<file path="config.mk">
export PLATFORM = sky130hd
export DESIGN_NAME = clb_ctrl
export DESIGN_NICKNAME = d
export VERILOG_FILES = /design/src/sv/clb_pkg.sv /design/src/sv/clb_ctrl.sv
export SDC_FILE = /design/constraint.sdc
export NUM_CORES = 1
export LEC_CHECK = 0
export BUFFER_PORTS_ARGS = -buffer_cell sky130_fd_sc_hd__buf_2
export CAP_MARGIN = 20
export CELL_PAD_IN_SITES_DETAIL_PLACEMENT = 0
export CELL_PAD_IN_SITES_GLOBAL_PLACEMENT = 1
export CORE_UTILIZATION = 43
export DETAILED_ROUTE_END_ITERATION = 10
export GPL_ROUTABILITY_DRIVEN = 0
export PLACE_DENSITY = 0.88
export SLEW_MARGIN = 25
export SYNTH_ARGS = -nofsm -noshare
export SYNTH_HDL_FRONTEND = slang
export SYNTH_SLANG_ARGS = --single-unit
export TNS_END_PERCENT = 5
</file>
<file path="constraint.sdc">
create_clock -name clk_i -period 3.51 [get_ports clk_i]
set_input_delay 0.702 -clock clk_i [delete_from_list [all_inputs] [get_ports clk_i]]
set_output_delay 0.702 -clock clk_i [all_outputs]
set_load 0.05 [all_outputs]
</file>
<file path="src/sv/clb_pkg.sv">
// ----------------------------------------------------------------------------
// Cell list binning package
// Shared codes, widths, reset values and the controller to datapath bundles.
// ----------------------------------------------------------------------------
package clb_pkg;

  localparam int CMD_W    = 2;
  localparam int ID_W     = 16;
  localparam int POS_W    = 32;
  localparam int INV_W    = 32;
  localparam int NCELL_W  = 5;
  localparam int CAP_W    = 6;
  localparam int FACT_W   = 8;
  localparam int CNT_W    = 16;
  localparam int OIDX_W   = 4;
  localparam int CFG_IX_W = 3;
  localparam int CFG_D_W  = 32;
  localparam int QCOORD_W = 24;
  localparam int FRAC_SH  = 40;

  localparam int MAX_PARTICLES  = 65536;
  localparam int MIN_POPULATION = 32;

  localparam logic [INV_W-1:0]   INV_LEN_RST = 32'd16777216;
  localparam logic [NCELL_W-1:0] CELLS_RST   = 5'd16;
  localparam logic [CAP_W-1:0]   CAP_RST     = 6'd32;
  localparam logic [FACT_W-1:0]  FACTOR_RST  = 8'd19;

  typedef enum logic [CMD_W-1:0] {
    CMD_BIN    = 2'd0,
    CMD_CLEAR  = 2'd1,
    CMD_FINISH = 2'd2
  } clb_cmd_e;

  typedef enum logic [CFG_IX_W-1:0] {
    REG_INV_LEN_X   = 3'd0,
    REG_INV_LEN_Y   = 3'd1,
    REG_INV_LEN_Z   = 3'd2,
    REG_CELLS_X     = 3'd3,
    REG_CELLS_Y     = 3'd4,
    REG_CELLS_Z     = 3'd5,
    REG_SLOT_CAP    = 3'd6,
    REG_SAFETY_FACT = 3'd7
  } clb_reg_e;

  typedef struct packed {
    logic load;
    logic mul_en;
    logic idx_en;
    logic addr_en;
    logic clr_en;
    logic bin_commit;
    logic clr_commit;
    logic fin_mul_en;
    logic fin_commit;
  } clb_ctl_t;

  typedef struct packed {
    logic out_free;
    logic clr_last;
  } clb_sts_t;

endpackage

</file>
<file path="src/sv/clb_ctrl.sv">
// ----------------------------------------------------------------------------
// Cell list binning controller
// Sequences the bin, clear and finish operations and the reset sweep.
// ----------------------------------------------------------------------------
module clb_ctrl (
  input  logic                clk_i,
  input  logic                rst_ni,
  input  logic                in_valid_i,
  input  logic [1:0]          in_cmd_i,
  input  clb_pkg::clb_sts_t   sts_i,
  output logic                in_ready_o,
  output clb_pkg::clb_ctl_t   ctl_o
);
  import clb_pkg::*;

  typedef enum logic [10:0] {
    S_INIT  = 11'b000_0000_0001,
    S_IDLE  = 11'b000_0000_0010,
    S_MUL   = 11'b000_0000_0100,
    S_IDX   = 11'b000_0000_1000,
    S_ADDR  = 11'b000_0001_0000,
    S_READ  = 11'b000_0010_0000,
    S_UPD   = 11'b000_0100_0000,
    S_CLEAR = 11'b000_1000_0000,
    S_CDONE = 11'b001_0000_0000,
    S_FMUL  = 11'b010_0000_0000,
    S_FOUT  = 11'b100_0000_0000
  } state_e;

  state_e state_q, state_d;

  always_comb begin
    state_d    = state_q;
    ctl_o      = '0;
    in_ready_o = 1'b0;
    case (state_q)
      S_INIT: begin
        ctl_o.clr_en = 1'b1;
        if (sts_i.clr_last) state_d = S_IDLE;
      end
      S_IDLE: begin
        in_ready_o = 1'b1;
        if (in_valid_i) begin
          case (in_cmd_i)
            CMD_BIN: begin
              ctl_o.load = 1'b1;
              state_d    = S_MUL;
            end
            CMD_CLEAR:  state_d = S_CLEAR;
            CMD_FINISH: state_d = S_FMUL;
            default:    state_d = S_IDLE;
          endcase
        end
      end
      S_MUL: begin
        ctl_o.mul_en = 1'b1;
        state_d      = S_IDX;
      end
      S_IDX: begin
        ctl_o.idx_en = 1'b1;
        state_d      = S_ADDR;
      end
      S_ADDR: begin
        ctl_o.addr_en = 1'b1;
        state_d       = S_READ;
      end
      S_READ: state_d = S_UPD;
      S_UPD: begin
        if (sts_i.out_free) begin
          ctl_o.bin_commit = 1'b1;
          state_d          = S_IDLE;
        end
      end
      S_CLEAR: begin
        ctl_o.clr_en = 1'b1;
        if (sts_i.clr_last) state_d = S_CDONE;
      end
      S_CDONE: begin
        if (sts_i.out_free) begin
          ctl_o.clr_commit = 1'b1;
          state_d          = S_IDLE;
        end
      end
      S_FMUL: begin
        ctl_o.fin_mul_en = 1'b1;
        state_d          = S_FOUT;
      end
      S_FOUT: begin
        if (sts_i.out_free) begin
          ctl_o.fin_commit = 1'b1;
          state_d          = S_IDLE;
        end
      end
      default: state_d = S_INIT;
    endcase
  end

  always_ff @(posedge clk_i or negedge rst_ni) begin
    if (!rst_ni) begin
      state_q <= S_INIT;
    end else begin
      state_q <= state_d;
    end
  end

endmodule

</file>
# Word-level counts from Yosys, hierarchy flattened
# Index checks and enable logic that the tools add are counted.
# word_totals
romBits	0
ram_bits	0
latchBits	0
output_inout_bits	10
reg_bits	11
n_memories	0
input_bits	7
wordCells	41
# classes
order_cmp	0
eq_ne	17
n_reduce_logical	4
addsub	0
div_mod_pow	0
multipliers	0
shifts	0
mux	19
n_bitwise	0
# op_table
operator	count
11-bit one-hot mux with 9 select lines	1
11-bit 2-to-1 mux	4
10-bit one-hot mux with 3 select lines	1
1-bit 2-to-1 mux	13
11-bit by 1-bit == test with 1-bit output (second input constant)	1
11-bit by 10-bit == test with 1-bit output (second input constant)	1
11-bit == test (second input constant)	1
11-bit by 2-bit == test with 1-bit output (second input constant)	1
11-bit by 3-bit == test with 1-bit output (second input constant)	1
11-bit by 4-bit == test with 1-bit output (second input constant)	1
11-bit by 5-bit == test with 1-bit output (second input constant)	1
11-bit by 6-bit == test with 1-bit output (second input constant)	1
11-bit by 7-bit == test with 1-bit output (second input constant)	1
11-bit by 8-bit == test with 1-bit output (second input constant)	1
11-bit by 9-bit == test with 1-bit output (second input constant)	1
2-bit inequality test (second input constant)	3
4-bit AND reduction	1
3-bit OR reduction	1
2-bit by 1-bit == test with 1-bit output (second input constant)	1
2-bit == test (second input constant)	1
2-bit zero test	1
2-bit by 1-bit inequality test with 1-bit output (second input constant)	1
2-bit OR reduction	1

# Longest topological paths before layout
# Gate-level depths: netlist (run 1).
# depth
ltp_word	4
ltp_mapped	6
depth_no_buf	5

# Worst setup path after synthesis (run 1)
# Ideal clock, no wire load.
# synth_timing
kind	reg2out
startpoint	register state_q[4]
endpoint	output port ctl_o[8] (netlist bit)
stages_incl_launch_ff	5
slack_ns	0.168
t_arrival_ns	2.640
t_required_ns	2.808
path_buffers	1
path_cell_list	dfrtp_1 > buf_6 > nor4_4 > nand4_4 > nor4_1
# synth_rtl
element	line_no	rtl
start: declaration	clb_ctrl.sv:30	state_e state_q, state_d;
start signal: assignment	clb_ctrl.sv:102	state_q <= state_d;
end: declaration	clb_ctrl.sv:12	output clb_pkg::clb_ctl_t ctl_o

==> metrics.csv, run 1 <==
metric;value;unit
synth_edf_count;0;
synth_cells;83;
async_flop_share;100.0;%
netlist_top_cells_area;dfrtp_1, nor3b_1, nor4_4;
die_area;2042;sq um
post_drt_wl_per_cell;13.44;um
critical_path_required;2.81;ns
start_util;45.95;%
hold_viol_final;0;
wirelength;1640;um
synth_nets;90;
die_h;45.19;um
via_per_inst;5.631;
path_cells;nor3_2, nand2_1, or3_1, nor3b_1, buf_2;
relSlewSlack;69.21;%
area_growth;12.01;%
cts.path.max_buffers;2;
cts.htree.levels;1;
design_area;898.4;sq um
cts_setup_buffers;0;
ios;17;
grt_pass1_vias;640;
path_class;flip-flop to output pin;
coreArea;1745;sq um
cap_violations;0;
period_share;81.52;%
power;0.0005609;W
cpLargestDelayFamily;simple AND/OR/NAND/NOR gates;
place_ws;0.9238;ns
rsz0062_at_grt;false;
peakVddDrop;319.1;uV
antenna_cells;0;
dr_total_vias;687;
drive_above_1_share;27.84;%
ctsHoldBuffers;0;
clock_skew;0.001743;ns
end_kind;output pin;
fp.dieW;45.19;um
yosysTopAreaCell;dfrtp_1;
multi_input_area;465.4;sq um
setup_ws;0.6487;ns
cp.buffers_inverters;1;
seqCellArea;276.5;sq um
grt_max_degree;12;
dr.pass1.iters;4;
regMostFlops;state_q;
synthesis.area;802.0;sq um
synth_ff_type;dfrtp_1;
slowest_stage;dfrtp_1;
leakage;0.4265;nW
top_regs;state_q x11;
port_buffers;16;
numCtsBuffers;3;
cts_resized;0;
period_needed;2.861;ns
ys_top_cells_by_count;dfrtp_1, nor3b_1, inv_1;
yosysMostFrequentCell;dfrtp_1;
grt_antenna_before_repair;0;
crit_fanout;9;
first_iter_violations;12;
status;complete, no violations;
synth_top_cell_area_share;31.20;%
cts.sinks;11;
largest_reg_flops;11;
filler_cell_count;176;
clk_pin_slew_worst_paths;0.07;ns
gr-total-overflow;0;
drv_slew;0;
arrival;2.16;ns
ys_ff_latch;11;
ys_types;36;
hold_path_class;primary input to asynchronous set/reset pin;
finalSetupViolations;0;
syn_area_per_cell;9.663;sq um
slowest_delay;0.50;ns
ys_seq_area_share;34.48;%
dp_hpwl;1287;um
ys_warn_count;0;
cts_root_buf;clkbuf_4;
setup.worst_path.start_class;flip-flop;
cts_tree;built;
antenna_left;0;
worst_pin_slew;0.4585;ns
place_area;872.1;sq um
finalCoreUtilization;51.47;%
nNetsFinal;105;
grtUsageTotal;18.76;%
rows;15;
finalSetupTns;0;ns
power_density;624.3;nW/um^2
clkLatencyLatePin;0.27;ns
drcViolationCount;0;
fmax;0.3495;GHz
grt_pass1_wl;2739;um
## cell families after synthesis
logic type | count (synthesis) | synth area share [%]
AOI/OAI and AO/OA | 13 | 12.79
and+or+nand+nor | 43 | 39.62
buffers and inverters | 11 | 7.487
DFF | 11 | 34.48
xor gates and xnor gates | 4 | 4.369
muxes | 1 | 1.248
## placed cells by master (no fill, tap or decap), types with 2 or more instances in the layout
| cell | n |
|---|---|
| nand2_1 | 4 |
| dfrtp_1 | 10 |
| nor2b_1 | 3 |
| buf_2 | 16 |
| o22ai_1 | 2 |
| nor4_1 | 3 |
| inv_1 | 5 |
| nor3_1 | 4 |
| a21o_1 | 3 |
| nor3b_1 | 8 |
| nor2_1 | 4 |
| xnor2_1 | 2 |
| nand4_1 | 3 |
| clkbuf_4 | 3 |
| nand3_1 | 3 |
| or3_1 | 2 |
| nor4_4 | 2 |
| xor2_1 | 2 |
| o21ai_0 | 2 |
## where the power goes
group	internal, W	switching [W]
Clock	0.0000440	0.0000429
Sequential	0.000148	0.0000415
Combinational	0.000101	0.000183
Total	0.000293	0.000268
## worst register-to-register path, cell delays in order, from the launching register on
cell     delay, ns
dfrtp_1       0.50
nor3_2        0.38
nand2_1       0.12
or3_1         0.37
nor3b_1       0.30
a21o_1        0.12
## final timing paths
path | to | slack [ns] | startpoint | cells past startpoint
max in group asynchronous | state_q[0]$_DFFE_PN1P_ | 2.97 | rst_ni | 1
max | ctl_o[5] | 0.65 | state_q[1]$_DFFE_PN0P_ | 5
min reg2reg | state_q[6]$_DFFE_PN0P_ | 0.65 | state_q[6]$_DFFE_PN0P_ | 1
max reg2reg | state_q[6]$_DFFE_PN0P_ | 1.66 | state_q[1]$_DFFE_PN0P_ | 5
min | state_q[9]$_DFFE_PN0P_ | 0.28 | rst_ni | 1
min in group clk_i | state_q[0]$_DFFE_PN1P_ | 0.63 | sts_i[0] | 2
## cell type report
class                           instances  share of cell area [%]
Clock buffer                            4                   2.925
Inverter                                5                   2.089
Multi-Input combinational cell         61                   51.81
Sequential cell                        11                   30.78
Tap cell                               25                   3.482
Timing Repair Buffer                   16                   8.914
## metal layers
| metal | vias up | track usage, % | share of wire [%] |
|---|---|---|---|
| li1 | 339 | - | - |
| met1 | 324 | 26.82 | 46 |
| met2 | 19 | 27.83 | 47 |
| met3 | 5 | 1.200 | 4.5 |
| met4 | 0 | 10.91 | 2.1 |
| met5 | - | 0 | 0 |
## through the flow
| stage | cells | hold slack (ns) |
|---|---|---|
| 6_report | 122 | 0.2839 |
| 5_1_grt | 122 | 0.2981 |
| 4_1_cts | 122 | 0.2867 |
| 3_5_place_dp | 118 | 0.5822 |
| 3_3_place_gp | 118 | 0.5819 |
| 2_1_floorplan | 83 | 0.4064 |
Power figures use the tool's default switching activity.
==> inputs of run 2 (changes only) <==
CORE_UTILIZATION = 36   (was 43)
PLACE_DENSITY = 0.79   (was 0.88)
clock period = 2.6 ns   (was 3.51 ns; I/O delays follow)
==> run 2 against run 1 <==
Against the previous run: clock-buffer cell count is the same; wire length up 4.8%; highest routed layer unchanged; via count rose by 0.44%; worst setup slack worse by 0.59 ns; clock power rose by 35%; combinational power is 52% higher; cell count increased by 5.7%; largest power group unchanged; core utilization decreased by 4.2 points; flip-flop and latch count did not move.
==> metrics.csv, run 2 (same netlist as run 1, synthesis figures left out) <==
metric;value;unit
cts_tree;built;
start_util;39.67;%
clk_pin_slew_worst_paths;0.07;ns
gr-total-overflow;0;
dr_total_vias;690;
r2r_setup_slack;0.76;ns
finalSetupViolations;0;
cts.sinks;11;
relSlewSlack;75.61;%
hold_path_class;primary input to asynchronous set/reset pin;
rows;16;
end_kind;output pin;
port_buffers;16;
antenna_left;0;
drive_above_1_share;32.35;%
power_density;845.6;nW/um^2
cts_root_buf;clkbuf_4;
nNetsFinal;110;
period_share;97.58;%
wirelength;1719;um
finalCoreUtilization;47.28;%
numCtsBuffers;3;
grtUsageTotal;15.17;%
grt_antenna_before_repair;0;
regMostFlops;state_q;
critical_path_required;2.08;ns
status;complete, no violations;
cap_violations;0;
peakVddDrop;536.3;uV
final_cell_mix;buf_2, dfrtp_1, nor3b_1;
post_drt_wl_per_cell;13.33;um
die_area;2421;sq um
layout_commonest_cell;buf_2;
filler_cell_count;204;
path_class;flip-flop to output pin;
ios;17;
coreArea;2022;sq um
clkLatencyLatePin;0.26;ns
period_needed;2.537;ns
grt_pass1_vias;632;
cts.path.max_buffers;2;
dp_hpwl;1320;um
die_h;49.20;um
holdWs;0.1147;ns
grt_max_degree;12;
hold_viol_final;0;
grt_pass1_wl;2884;um
arrival;2.02;ns
antenna_cells;0;
via_per_inst;5.349;
top_regs;state_q x11;
clock_skew;0.002734;ns
drcViolationCount;0;
leakage;0.4525;nW
fmax;0.3942;GHz
largest_reg_flops;11;
area_growth;19.19;%
setup.worst_path.start_class;flip-flop;
crit_fanout;7;
fp.dieW;49.20;um
drv_slew;0;
dr.pass1.iters;4;
worst_pin_slew;0.3631;ns
ctsHoldBuffers;0;
cts.htree.levels;1;
first_iter_violations;9;
rsz0062_at_grt;true;
==> run 2: changes by cell type in the layout (fill, tap and decap cells not counted) <==
cell / change
buf_2: -1
buf_4: +5
clkbuf_4: +1
nor4_1: -1
nor4_4: +1
==> run 2: report_power, final <==
part           internal [W]  switching [W]
Combinational      0.000172       0.000260
Clock             0.0000593      0.0000577
Sequential         0.000200      0.0000595
==> run 2: area by class of cell <==
class	count	area [sq um]	area share [%]
inverter	5	18.77	1.963
timing repair buffer	21	120.1	12.57
clock buffer	4	26.28	2.749
multi-input combinational	61	480.5	50.26
tap	27	33.78	3.534
sequential	11	276.5	28.93
==> run 2: per-stage QoR <==
| step | total power, W | instance area (sq um) | setup slack [ns] | std cells | setup TNS (ns) |
|---|---|---|---|---|---|
| 4_1_cts | 0.0007949 | 937.1 | 0.02748 | 128 | 0 |
| 3_5_place_dp | 0.0006739 | 910.9 | 0.3272 | 124 | 0 |
| 2_1_floorplan | 0.0005742 | 808.3 | -0.3139 | 83 | -0.8948 |
| 3_3_place_gp | 0.0006741 | 910.9 | 0.3936 | 124 | 0 |
| 6_report | 0.0008083 | 955.9 | 0.06290 | 129 | 0 |
| 5_1_grt | 0.0008721 | 955.9 | -0.004603 | 129 | -0.004603 |
==> run 2: timing repair <==
action,CTS,global route
hold endpoints to repair,0,0
buffers inserted,0,1
resized for setup,0,2
endpoints found under the setup margin,0,5
==> run 2: critical path, stage by stage (launching register included) <==
cell	delay [ns]
dfrtp_1	0.51
nor4_4	0.33
nand2_1	0.10
or3_1	0.36
nor3b_1	0.19
clkbuf_4	0.26
==> run 2: worst paths after layout <==
| path | cells past startpoint | end | start |
|---|---|---|---|
| worst max register to register | 7 | state_q[8]$_DFFE_PN0P_ | state_q[7]$_DFFE_PN0P_ |
| min in group clk_i | 2 | state_q[0]$_DFFE_PN1P_ | sts_i[0] |
| worst min-delay path | 1 | state_q[10]$_DFFE_PN0P_ | rst_ni |
| max in group asynchronous | 1 | state_q[0]$_DFFE_PN1P_ | rst_ni |
| worst min register to register | 2 | state_q[3]$_DFFE_PN0P_ | state_q[3]$_DFFE_PN0P_ |
| worst max-delay path | 5 | ctl_o[5] | state_q[7]$_DFFE_PN0P_ |
==> run 2: routing by layer <==
metal	track usage [%]	share of wire, %
met1	21.24	48
met2	23.74	45
met3	2.492	5.2
met4	4.412	0.99
met5	0	0
==> inputs of run 3 (changes only) <==
--- a/config.mk
+++ b/config.mk
@@ -7,5 +7,5 @@
 export LEC_CHECK = 0
 export BUFFER_PORTS_ARGS = -buffer_cell sky130_fd_sc_hd__buf_2
-export CAP_MARGIN = 20
+export CAP_MARGIN = 5
 export CELL_PAD_IN_SITES_DETAIL_PLACEMENT = 0
 export CELL_PAD_IN_SITES_GLOBAL_PLACEMENT = 1
@@ -13,4 +13,5 @@
 export DETAILED_ROUTE_END_ITERATION = 10
 export GPL_ROUTABILITY_DRIVEN = 0
+export GPL_TIMING_DRIVEN = 0
 export PLACE_DENSITY = 0.79
 export SLEW_MARGIN = 25
==> constraint.sdc (replaced) <==
create_clock -name clk_i -period 2.6 [get_ports clk_i]
set_input_delay 0.52 -clock clk_i [delete_from_list [all_inputs] [get_ports clk_i]]
set_output_delay 0.52 -clock clk_i [all_outputs]
set_load 0.01 [all_outputs]
==> run 3 against run 2 <==
Against the previous run: critical path type unchanged; via count increased by 4.9%; highest routed layer unchanged; flip-flop and latch count unchanged; combinational power is 4% lower; worst hold slack got worse by 0.0029 ns; design area up 2.5%; non-clock buffer count grew 4; wire length increased by 1.3%; die area stayed put; clock skew down 0.00064 ns; worst setup slack better by 0.094 ns; global-route usage up 1.2 points; clock power about the same.
==> metrics.csv, run 3 (same netlist as run 1, synthesis figures left out) <==
metric;value;unit
status;complete, no violations;
ios;17;
nNetsFinal;114;
clkLatencyLatePin;0.27;ns
worst_pin_slew;0.4334;ns
relSlewSlack;71.11;%
start_util;39.67;%
antenna_left;0;
reg2reg_from;state_q[10]$_DFFE_PN0P_;
grt_pass1_vias;671;
clk_pin_slew_worst_paths;0.07;ns
layout_commonest_cell;buf_2;
numCtsBuffers;3;
r2r_setup_slack;0.73;ns
ctsHoldBuffers;0;
drive_above_1_share;33.02;%
crit_fanout;7;
arrival;1.92;ns
finalSetupViolations;0;
cts.htree.levels;1;
hold_path_class;primary input to asynchronous set/reset pin;
first_iter_violations;15;
cts.sinks;11;
holdWs;0.1118;ns
setup.worst_path.start_class;flip-flop;
drcViolationCount;0;
period_needed;2.444;ns
cts.path.max_buffers;2;
final_cell_mix;buf_2, dfrtp_1, nor3b_1;
coreArea;2022;sq um
antenna_cells;0;
place_area;915.9;sq um
cts_root_buf;clkbuf_4;
die_h;49.20;um
critical_path_required;2.08;ns
post_drt_wl_per_cell;13.09;um
fmax;0.4092;GHz
grt_antenna_before_repair;0;
peakVddDrop;486.5;uV
largest_reg_flops;11;
top_regs;state_q x11;
crit_end;ctl_o[8];
grt_pass1_wl;3091;um
period_share;93.98;%
die_area;2421;sq um
fp.dieW;49.20;um
rsz0062_at_grt;true;
area_growth;22.15;%
wirelength;1741;um
cap_violations;0;
dr_total_vias;724;
rows;16;
dr.pass1.iters;6;
via_per_inst;5.444;
gr-total-overflow;0;
r2r_cells;6;
power_density;776.9;nW/um^2
dp_hpwl;1288;um
path_class;flip-flop to output pin;
cts_tree;built;
design_area;979.7;sq um
hold_viol_final;0;
grtUsageTotal;16.36;%
regMostFlops;state_q;
end_kind;output pin;
clock_skew;0.002091;ns
grt_max_degree;12;
worstSetupStartpoint;state_q[10]$_DFFE_PN0P_;
drv_slew;0;
leakage;0.4716;nW
r2r_end;state_q[8]$_DFFE_PN0P_;
port_buffers;16;
[run 3: routing by layer]
layer  routed length (um)  part of all wire, %  vias to the layer above  GRT usage (%)
met2                  804                   46                       17          26.03
met1                  853                   49                      349          21.61
li1                     -                    -                      356              -
met3                   69                  4.0                        2          4.050
met5                    0                    0                        -              0
met4                   12                 0.69                        0          4.902
[run 3: critical path, cell delays in order, from the launching register on]
cell and delay, ns:
dfrtp_1 0.36, clkbuf_2 0.18, nor4_4 0.45, nand4_4 0.21, o211ai_4 0.26, nor4_1 0.06
buf_2 0.14
[run 3: how the worst min path moves through the flow]
stage	startpoint	endpoint	slack, ns	depth (start not counted)
2_1_floorplan	rst_ni	state_q[10]$_DFFE_PN0P_	0.22	0
3_3_place_gp	rst_ni	state_q[10]$_DFFE_PN0P_	0.41	1
3_5_place_dp	rst_ni	state_q[6]$_DFFE_PN0P_	0.41	1
4_1_cts	rst_ni	state_q[5]$_DFFE_PN0P_	0.12	1
5_1_grt	rst_ni	state_q[5]$_DFFE_PN0P_	0.12	1
6_report	rst_ni	state_q[8]$_DFFE_PN0P_	0.11	1
[run 3: repair_timing]
action,in CTS,in global routing
hold endpoints to repair,0,0
buffers inserted,0,3
pin swaps,1,2
setup endpoints to repair,1,2
resized for setup,0,2
[run 3: where the power goes]
part	leakage [nW]	total (W)	switching (W)	internal, W
Combinational	0.308	0.000414	0.000235	0.000178
Clock	0.0150	0.000120	0.0000605	0.0000594
Sequential	0.148	0.000228	0.0000278	0.000200
[run 3: stage by stage]
stage | setup TNS, ns | worst slack (ns) | total power (W) | std cells | util, %
after floorplan | 0 | 0.5275 | 0.0005103 | 83 | -
after global placement | 0 | 0.3037 | 0.0005949 | 126 | 45.30
after detailed placement | 0 | 0.2960 | 0.0005976 | 126 | 45.30
after CTS | 0 | 0.01664 | 0.0007262 | 130 | 46.60
after global routing | -0.001164 | -0.001164 | 0.0008246 | 133 | 48.45
final | 0 | 0.1565 | 0.0007611 | 133 | 48.45
[run 3: final cells by class]
| type | count | area [sq um] |
|---|---|---|
| multi-input cells | 61 | 480.5 |
| flip-flops and latches | 11 | 276.5 |
| plain buffers | 6 | 41.29 |
| inverters | 5 | 18.77 |
| fillers | 216 | 1042 |
| clock buffers | 4 | 26.28 |
| repair buffers | 19 | 102.6 |
| well taps | 27 | 33.78 |
